==> config.mk <==
export PLATFORM = sky130hd
export DESIGN_NAME = atan2_cubic_approx_unit
export DESIGN_NICKNAME = d
export VERILOG_FILES = /design/src/design/atan2_pkg.sv /design/src/design/atan2_cubic_approx_unit.sv
export SDC_FILE = /design/constraint.sdc
export NUM_CORES = 2
export LEC_CHECK = 0
export BUFFER_PORTS_ARGS = -buffer_cell sky130_fd_sc_hd__buf_2
export CAP_MARGIN = 40
export CELL_PAD_IN_SITES_DETAIL_PLACEMENT = 0
export CELL_PAD_IN_SITES_GLOBAL_PLACEMENT = 1
export CORE_MARGIN = 10
export CORE_UTILIZATION = 57
export DETAILED_ROUTE_END_ITERATION = 10
export PLACE_DENSITY = 0.92
export SLEW_MARGIN = 0
export SYNTH_ARGS = -nofsm -noshare
export SYNTH_HDL_FRONTEND = slang
export SYNTH_SLANG_ARGS = --single-unit
==> constraint.sdc <==
create_clock -name aclk -period 17 [get_ports aclk]
set_input_delay 0.85 -clock aclk [delete_from_list [all_inputs] [get_ports aclk]]
set_output_delay 0.85 -clock aclk [all_outputs]
set_load 0.1 [all_outputs]
==> src/design/atan2_pkg.sv <==
`timescale 1ns / 1ps
`default_nettype none

package atan2_pkg;

    localparam int SAMPLE_W   = 16;
    localparam int DEN_W      = SAMPLE_W + 1;
    localparam int REM_W      = SAMPLE_W + 2;
    localparam int NUM_W      = SAMPLE_W + 2;
    localparam int M_W        = 16;
    localparam int DIV_STAGES = 4;
    localparam int DIV_STEPS  = M_W / DIV_STAGES;
    localparam int ANG_W      = 16;
    localparam int TDATA_IN_W = ((2 * SAMPLE_W + 7) / 8) * 8;
    localparam int TDATA_OUT_W = ((ANG_W + 7) / 8) * 8;

    // prep, divider stages, round, two multiply stages, poly, output
    localparam int NSTAGE = DIV_STAGES + 6;
    localparam int ST_ROUND = DIV_STAGES + 1;
    localparam int ST_MUL1  = DIV_STAGES + 2;
    localparam int ST_MUL2  = DIV_STAGES + 3;
    localparam int ST_POLY  = DIV_STAGES + 4;
    localparam int ST_OUT   = DIV_STAGES + 5;

    localparam int C3_W = 13;
    localparam int C1_W = 15;
    localparam logic [C3_W-1:0] COEF_C3 = 13'd6432;
    localparam logic [C1_W-1:0] COEF_C1 = 15'd32168;

    localparam int M2_W  = 2 * M_W;
    localparam int C3M_W = C3_W + M_W;
    localparam int LIN_W = C1_W + M_W;
    localparam int T_W   = C3M_W + M2_W;
    localparam int G_W   = LIN_W + 30;
    localparam int P_W   = G_W - 47;

    localparam logic signed [ANG_W-1:0] ANG_PI_4  = 16'sd6434;
    localparam logic signed [ANG_W-1:0] ANG_3PI_4 = 16'sd19302;
    localparam logic signed [ANG_W-1:0] ANG_PI    = 16'sd25736;

    typedef struct packed {
        logic y_neg;
        logic x_neg;
        logic zero;
        logic r_neg;
    } ctl_t;

endpackage

`default_nettype wire

==> src/design/atan2_cubic_approx_unit.sv <==
// throughput: one item per cycle while m_tready is high or a stage is empty,
// set by the fully pipelined divider and multipliers
// stalls collapse bubbles stage by stage, so input is taken while empty stages remain
// reset: synchronous active-low aresetn clears all stage valid bits and holds s_tready low
// data registers are not reset
`timescale 1ns / 1ps
`default_nettype none

module atan2_cubic_approx_unit (
    input  wire logic                                   aclk,
    input  wire logic                                   aresetn,
    input  wire logic                                   s_tvalid,
    output logic                                        s_tready,
    input  wire logic [atan2_pkg::TDATA_IN_W-1:0]       s_tdata,  // y_value, x_value
    output logic                                        m_tvalid,
    input  wire logic                                   m_tready,
    output logic [atan2_pkg::TDATA_OUT_W-1:0]           m_tdata   // angle
);

    localparam int N = atan2_pkg::NSTAGE;
    localparam int W = atan2_pkg::SAMPLE_W;
    localparam int D = atan2_pkg::DIV_STAGES;

    logic                                vld_reg [0:N-1];
    logic                                adv     [0:N-1];
    atan2_pkg::ctl_t                     ctl_reg [0:N-2];
    logic [atan2_pkg::REM_W-1:0]         div_r_reg  [0:D];
    logic [atan2_pkg::REM_W-1:0]         div_r_next [1:D];
    logic [atan2_pkg::M_W-1:0]           div_q_reg  [0:D];
    logic [atan2_pkg::M_W-1:0]           div_q_next [1:D];
    logic [atan2_pkg::DEN_W-1:0]         den_reg    [0:D];

    logic [atan2_pkg::M_W-1:0]           m_reg;
    logic [atan2_pkg::M_W-1:0]           m_next;
    logic [atan2_pkg::M2_W-1:0]          m2_reg;
    logic [atan2_pkg::C3M_W-1:0]         c3m_reg;
    logic [atan2_pkg::LIN_W-1:0]         lin1_reg;
    logic [atan2_pkg::T_W-1:0]           t_reg;
    logic [atan2_pkg::LIN_W-1:0]         lin2_reg;
    logic [atan2_pkg::P_W-1:0]           p_reg;
    logic [atan2_pkg::P_W-1:0]           p_next;
    logic signed [atan2_pkg::ANG_W-1:0]  angle_reg;
    logic signed [atan2_pkg::ANG_W-1:0]  angle_next;

    // prep stage signals
    logic signed [W-1:0]                 y_in;
    logic signed [W-1:0]                 x_in;
    logic signed [atan2_pkg::NUM_W-1:0]  ys;
    logic signed [atan2_pkg::NUM_W-1:0]  xs;
    logic signed [atan2_pkg::NUM_W-1:0]  ays;
    logic signed [atan2_pkg::NUM_W-1:0]  num;
    logic signed [atan2_pkg::NUM_W-1:0]  den_s;
    logic signed [atan2_pkg::NUM_W-1:0]  mnum_s;
    atan2_pkg::ctl_t                     ctl_next;

    // handshake and bubble collapse
    always_comb begin
        adv[N-1] = !vld_reg[N-1] || m_tready;
        for (int k = N - 2; k >= 0; k--) begin
            adv[k] = !vld_reg[k] || adv[k+1];
        end
    end

    assign s_tready = adv[0] && aresetn;
    assign m_tvalid = vld_reg[N-1];
    assign m_tdata  = atan2_pkg::TDATA_OUT_W'(angle_reg);

    always_ff @(posedge aclk) begin
        if (!aresetn) begin
            for (int k = 0; k < N; k++) begin
                vld_reg[k] <= 1'b0;
            end
        end else begin
            if (adv[0]) begin
                vld_reg[0] <= s_tvalid;
            end
            for (int k = 1; k < N; k++) begin
                if (adv[k]) begin
                    vld_reg[k] <= vld_reg[k-1];
                end
            end
        end
    end

    // prep: ratio numerator and denominator
    always_comb begin
        y_in  = s_tdata[W-1:0];
        x_in  = s_tdata[2*W-1:W];
        ys    = atan2_pkg::NUM_W'(y_in);
        xs    = atan2_pkg::NUM_W'(x_in);
        ays   = y_in[W-1] ? -ys : ys;
        if (!x_in[W-1]) begin
            num   = xs - ays;
            den_s = xs + ays;
        end else begin
            num   = xs + ays;
            den_s = ays - xs;
        end
        mnum_s         = num[atan2_pkg::NUM_W-1] ? -num : num;
        ctl_next.y_neg = y_in[W-1];
        ctl_next.x_neg = x_in[W-1];
        ctl_next.zero  = (y_in == '0) && (x_in == '0);
        ctl_next.r_neg = num[atan2_pkg::NUM_W-1];
    end

    // restoring divider, four quotient bits (DIV_STEPS) per stage
    always_comb begin
        logic [atan2_pkg::REM_W-1:0] r;
        logic [atan2_pkg::M_W-1:0]   q;
        logic                        qb;
        for (int k = 1; k <= D; k++) begin
            r = div_r_reg[k-1];
            q = div_q_reg[k-1];
            for (int s = 0; s < atan2_pkg::DIV_STEPS; s++) begin
                qb = (r >= atan2_pkg::REM_W'(den_reg[k-1]));
                if (qb) begin
                    r = r - atan2_pkg::REM_W'(den_reg[k-1]);
                end
                r = {r[atan2_pkg::REM_W-2:0], 1'b0};
                q = {q[atan2_pkg::M_W-2:0], qb};
            end
            div_r_next[k] = r;
            div_q_next[k] = q;
        end
    end

    // round half up, then polynomial tail
    always_comb begin
        logic [atan2_pkg::G_W-1:0] g;
        m_next = div_q_reg[D]
               + atan2_pkg::M_W'(div_r_reg[D] >= atan2_pkg::REM_W'(den_reg[D]));
        g      = {lin2_reg, 30'b0} - atan2_pkg::G_W'(t_reg)
               + (atan2_pkg::G_W'(1) << 46);
        p_next = g[atan2_pkg::G_W-1:47];
    end

    always_comb begin
        logic signed [atan2_pkg::ANG_W-1:0] off;
        logic signed [atan2_pkg::ANG_W-1:0] p_s;
        logic signed [atan2_pkg::ANG_W-1:0] a;
        off = ctl_reg[N-2].x_neg ? atan2_pkg::ANG_3PI_4 : atan2_pkg::ANG_PI_4;
        p_s = atan2_pkg::ANG_W'(p_reg);
        a   = ctl_reg[N-2].r_neg ? (off + p_s) : (off - p_s);
        if (ctl_reg[N-2].y_neg) begin
            a = -a;
        end
        if (ctl_reg[N-2].zero) begin
            a = atan2_pkg::ANG_PI;
        end
        angle_next = a;
    end

    always_ff @(posedge aclk) begin
        if (adv[0]) begin
            ctl_reg[0]   <= ctl_next;
            div_r_reg[0] <= atan2_pkg::REM_W'(mnum_s[atan2_pkg::DEN_W-1:0]);
            div_q_reg[0] <= '0;
            den_reg[0]   <= den_s[atan2_pkg::DEN_W-1:0];
        end
        for (int k = 1; k <= D; k++) begin
            if (adv[k]) begin
                div_r_reg[k] <= div_r_next[k];
                div_q_reg[k] <= div_q_next[k];
                den_reg[k]   <= den_reg[k-1];
            end
        end
        for (int k = 1; k < N - 1; k++) begin
            if (adv[k]) begin
                ctl_reg[k] <= ctl_reg[k-1];
            end
        end
        if (adv[atan2_pkg::ST_ROUND]) begin
            m_reg <= m_next;
        end
        if (adv[atan2_pkg::ST_MUL1]) begin
            m2_reg   <= m_reg * m_reg;
            c3m_reg  <= atan2_pkg::C3M_W'(atan2_pkg::COEF_C3) * atan2_pkg::C3M_W'(m_reg);
            lin1_reg <= atan2_pkg::LIN_W'(atan2_pkg::COEF_C1) * atan2_pkg::LIN_W'(m_reg);
        end
        if (adv[atan2_pkg::ST_MUL2]) begin
            t_reg    <= atan2_pkg::T_W'(c3m_reg) * atan2_pkg::T_W'(m2_reg);
            lin2_reg <= lin1_reg;
        end
        if (adv[atan2_pkg::ST_POLY]) begin
            p_reg <= p_next;
        end
        if (adv[atan2_pkg::ST_OUT]) begin
            angle_reg <= angle_next;
        end
    end

endmodule

`default_nettype wire
==> impl_metrics.py <==
metrics = {
    "worst_setup_path": {
        "r2r_start": "den_reg[0][0]",
        "critical-path-top-delay-family": "compound AO/OA/AOI/OAI gates",
        "crit_slowest_cell": "a2111oi_0",
        "required_ns": 17.37,
        "critPathMostFrequentCell": "a21oi_1",
        "endpoint_kind": "flop",
        "crit_type": "flop to flop",
        "path_buf_inv": 5,
        "critical_path_arrival_ns": 13.72,
        "start_kind": "flop",
        "max_stage_delay_ns": 0.73,
        "cp_max_fo": 23,
        "cp-startpoint": "den_reg[0][0]",
    },
    "logic_synthesis": {
        "synth.most_common_cell": "inv_1",
        "syn_inst": 7597,
        "yosys.area_share.adder_pct": 40.6,
        "synth-xor-area-share_pct": 5.36,
        "ys_seq_elements": 464,
        "ys_seq_area_share_pct": 19.5,
        "async_flop_share_pct": 0,
        "yosysWarnings": 0,
        "synth_mux_area_share_pct": 2.24,
        "synthTopCellsByArea": "fa_1 26%, edfxtp_1 19%, ha_1 15%",
        "synth_compound_gate_area_share_pct": 11.1,
        "yosysTopAreaCell": "fa_1",
        "synth_top_family_by_area": "adder cells",
        "synth_area_per_cell_um2": 9.42,
        "synth_commonest_cells": "1352 x inv_1, 929 x fa_1, 834 x ha_1",
        "yosys.area.top_type_share_pct": 26.0,
        "syn_area_mm2": 0.0716,
        "yosysUniqueCellTypes": 93,
        "ys.flop_type": "edfxtp_1",
        "synth_edf_count": 464,
        "synthSimpleGateAreaFrac_pct": 12.9,
    },
    "clocking": {
        "cts_num_sinks": 464,
        "cts_tree": "built",
        "h-tree-depth": 2,
        "cts_setup_buffers": 0,
        "hold_buffers": 0,
        "numCtsBuffers": 52,
        "ctsLongestPathBuffers": 3,
        "cts_resized": 0,
        "clk_pin_slew_ns": 0.06,
        "root_buffer": "clkbuf_16",
        "clkLatencyLatePin_ns": 0.63,
    },
    "place": {
        "place.port_buffers": 53,
        "dp_hpwl_um": 147000,
        "preCtsSetupSlack_ns": 3.90,
        "gp_congestion": 0.915,
        "place_area_mm2": 0.0738,
    },
    "timing": {
        "hold_viol": 0,
        "worst_slew_pin_slew_ns": 0.973,
        "period_needed_ns": 13.34,
        "skew_ns": 0.0209,
        "setup_viol": 0,
        "slew_headroom_pct": 35.1,
        "fin_setup_tns_ns": 0,
        "drv_slew": 0,
        "min_period_over_period_pct": 78.5,
        "fmax_mhz": 74.9,
        "worst_slack_ns": 3.66,
        "rsz0062_at_grt": "no",
    },
    "layout": {
        "largest_register_ffs": 85,
        "final_cell_area_mm2": 0.0757,
        "syn2layout_area_growth_pct": 5.72,
        "fin_nets": 9387,
        "fillers": 10616,
        "layout-drive-gt1-share_pct": 5.61,
    },
    "die": {
        "initial_core_util_pct": 57.6,
        "design.core.area_mm2": 0.124,
        "row_count": 129,
        "die_h_um": 374,
        "die_width_um": 374,
        "die_area_mm2": 0.140,
        "num_io_pins": 54,
    },
    "global_route": {
        "grt_overflow": 0,
        "grt_max_degree": 60,
        "antenna_found_initial": 5,
        "grt.total_usage_pct": 27.1,
        "grt_pass1_vias": 56116,
        "grt_pass1_wl_um": 306000,
    },
    "route": {
        "ant_nets": 0,
        "drtIter0Drc": 4413,
        "drc_errors": 0,
        "vias": 54226,
        "routed_wl_um": 189000,
        "via_per_inst": 5.85,
        "drt-pass1-iter-count": 6,
        "wl_per_cell_um": 20.4,
    },
    "run": {
        "cap_violations": 0,
    },
    "hold_path": {
        "worstHoldStart": "lin1_reg[21]",
        "hold_path.class": "flop to flop",
    },
    "outcome": {
        "status": "finished clean",
    },
}
-- cells in the final DEF, fill, tap and decap left out, types with 29 or more instances in the layout --
cell type | netlist | layout
a21oi_1 | 365 | 365
o21ai_0 | 245 | 245
o31ai_1 | 30 | 29
mux2_2 | 112 | 112
nor2b_1 | 52 | 52
fa_1 | 929 | 929
ha_1 | 834 | 834
xor2_1 | 130 | 130
and3_1 | 66 | 66
inv_1 | 1352 | 1349
or3_1 | 36 | 36
nor3_1 | 84 | 84
clkbuf_16 | 0 | 53
edfxtp_1 | 464 | 464
buf_4 | 0 | 85
buf_2 | 9 | 56
nand2_1 | 832 | 829
and2_1 | 260 | 260
nand4_1 | 34 | 34
nor2_1 | 380 | 380
a211oi_1 | 44 | 44
o21a_1 | 75 | 75
o211ai_1 | 36 | 36
nand3_1 | 92 | 92
nand2b_1 | 52 | 52
xnor2_1 | 308 | 308
o21bai_1 | 63 | 63
a21o_1 | 114 | 114
a31oi_1 | 37 | 37
-- per-layer routing --
layer  track usage (%)  vias to the layer above  wire length (um)
met5                 0                        -                23
met4              9.67                        4              7540
met3              3.99                      470             14100
met2              44.3                     2046             87600
met1              36.5                    26783             79600
li1                  -                    24923                 -
-- final cells by class --
cell class                      count  area (um^2)  area share, %
Multi-Input combinational cell   5559        51700           68.4
Timing Repair Buffer              146         1020           1.35
Antenna cell                        3         7.51        0.00992
Sequential cell                   464        13900           18.4
Tap cell                         1637         2050           2.71
Inverter                         1365         5130           6.77
Clock inverter                     39          468          0.618
Clock buffer                       58         1350           1.78
-- final timing paths --
| kind | end | slack, ns | cells after the start |
|---|---|---|---|
| setup / recovery | div_r_reg[0][30] | 3.66 | 43 |
| hold / removal | lin2_reg[21] | 0.42 | 0 |
| setup reg to reg | div_r_reg[0][30] | 3.66 | 43 |
| hold reg to reg | lin2_reg[21] | 0.42 | 0 |
-- stage by stage --
stage	util, %	std cells	hold WS, ns
6_report	60.9	9271	0.415
5_1_grt	60.9	9268	0.415
4_1_cts	60.9	9268	0.415
3_5_place_dp	59.4	9171	0.405
3_3_place_gp	59.3	9162	0.400
2_1_floorplan	-	7604	0.400
-- cell families after synthesis --
| family | count (synthesis) |
|---|---|
| xor+xnor | 438 |
| flops | 464 |
| fa+ha+maj | 1763 |
| mux | 142 |
| simple gates | 1985 |
| compound gates | 1222 |
| other cells | 2 |
| buf+inv | 1581 |
Power is not shown: default switching activity piles up to over one toggle a cycle in this logic, so the estimate is an artifact.
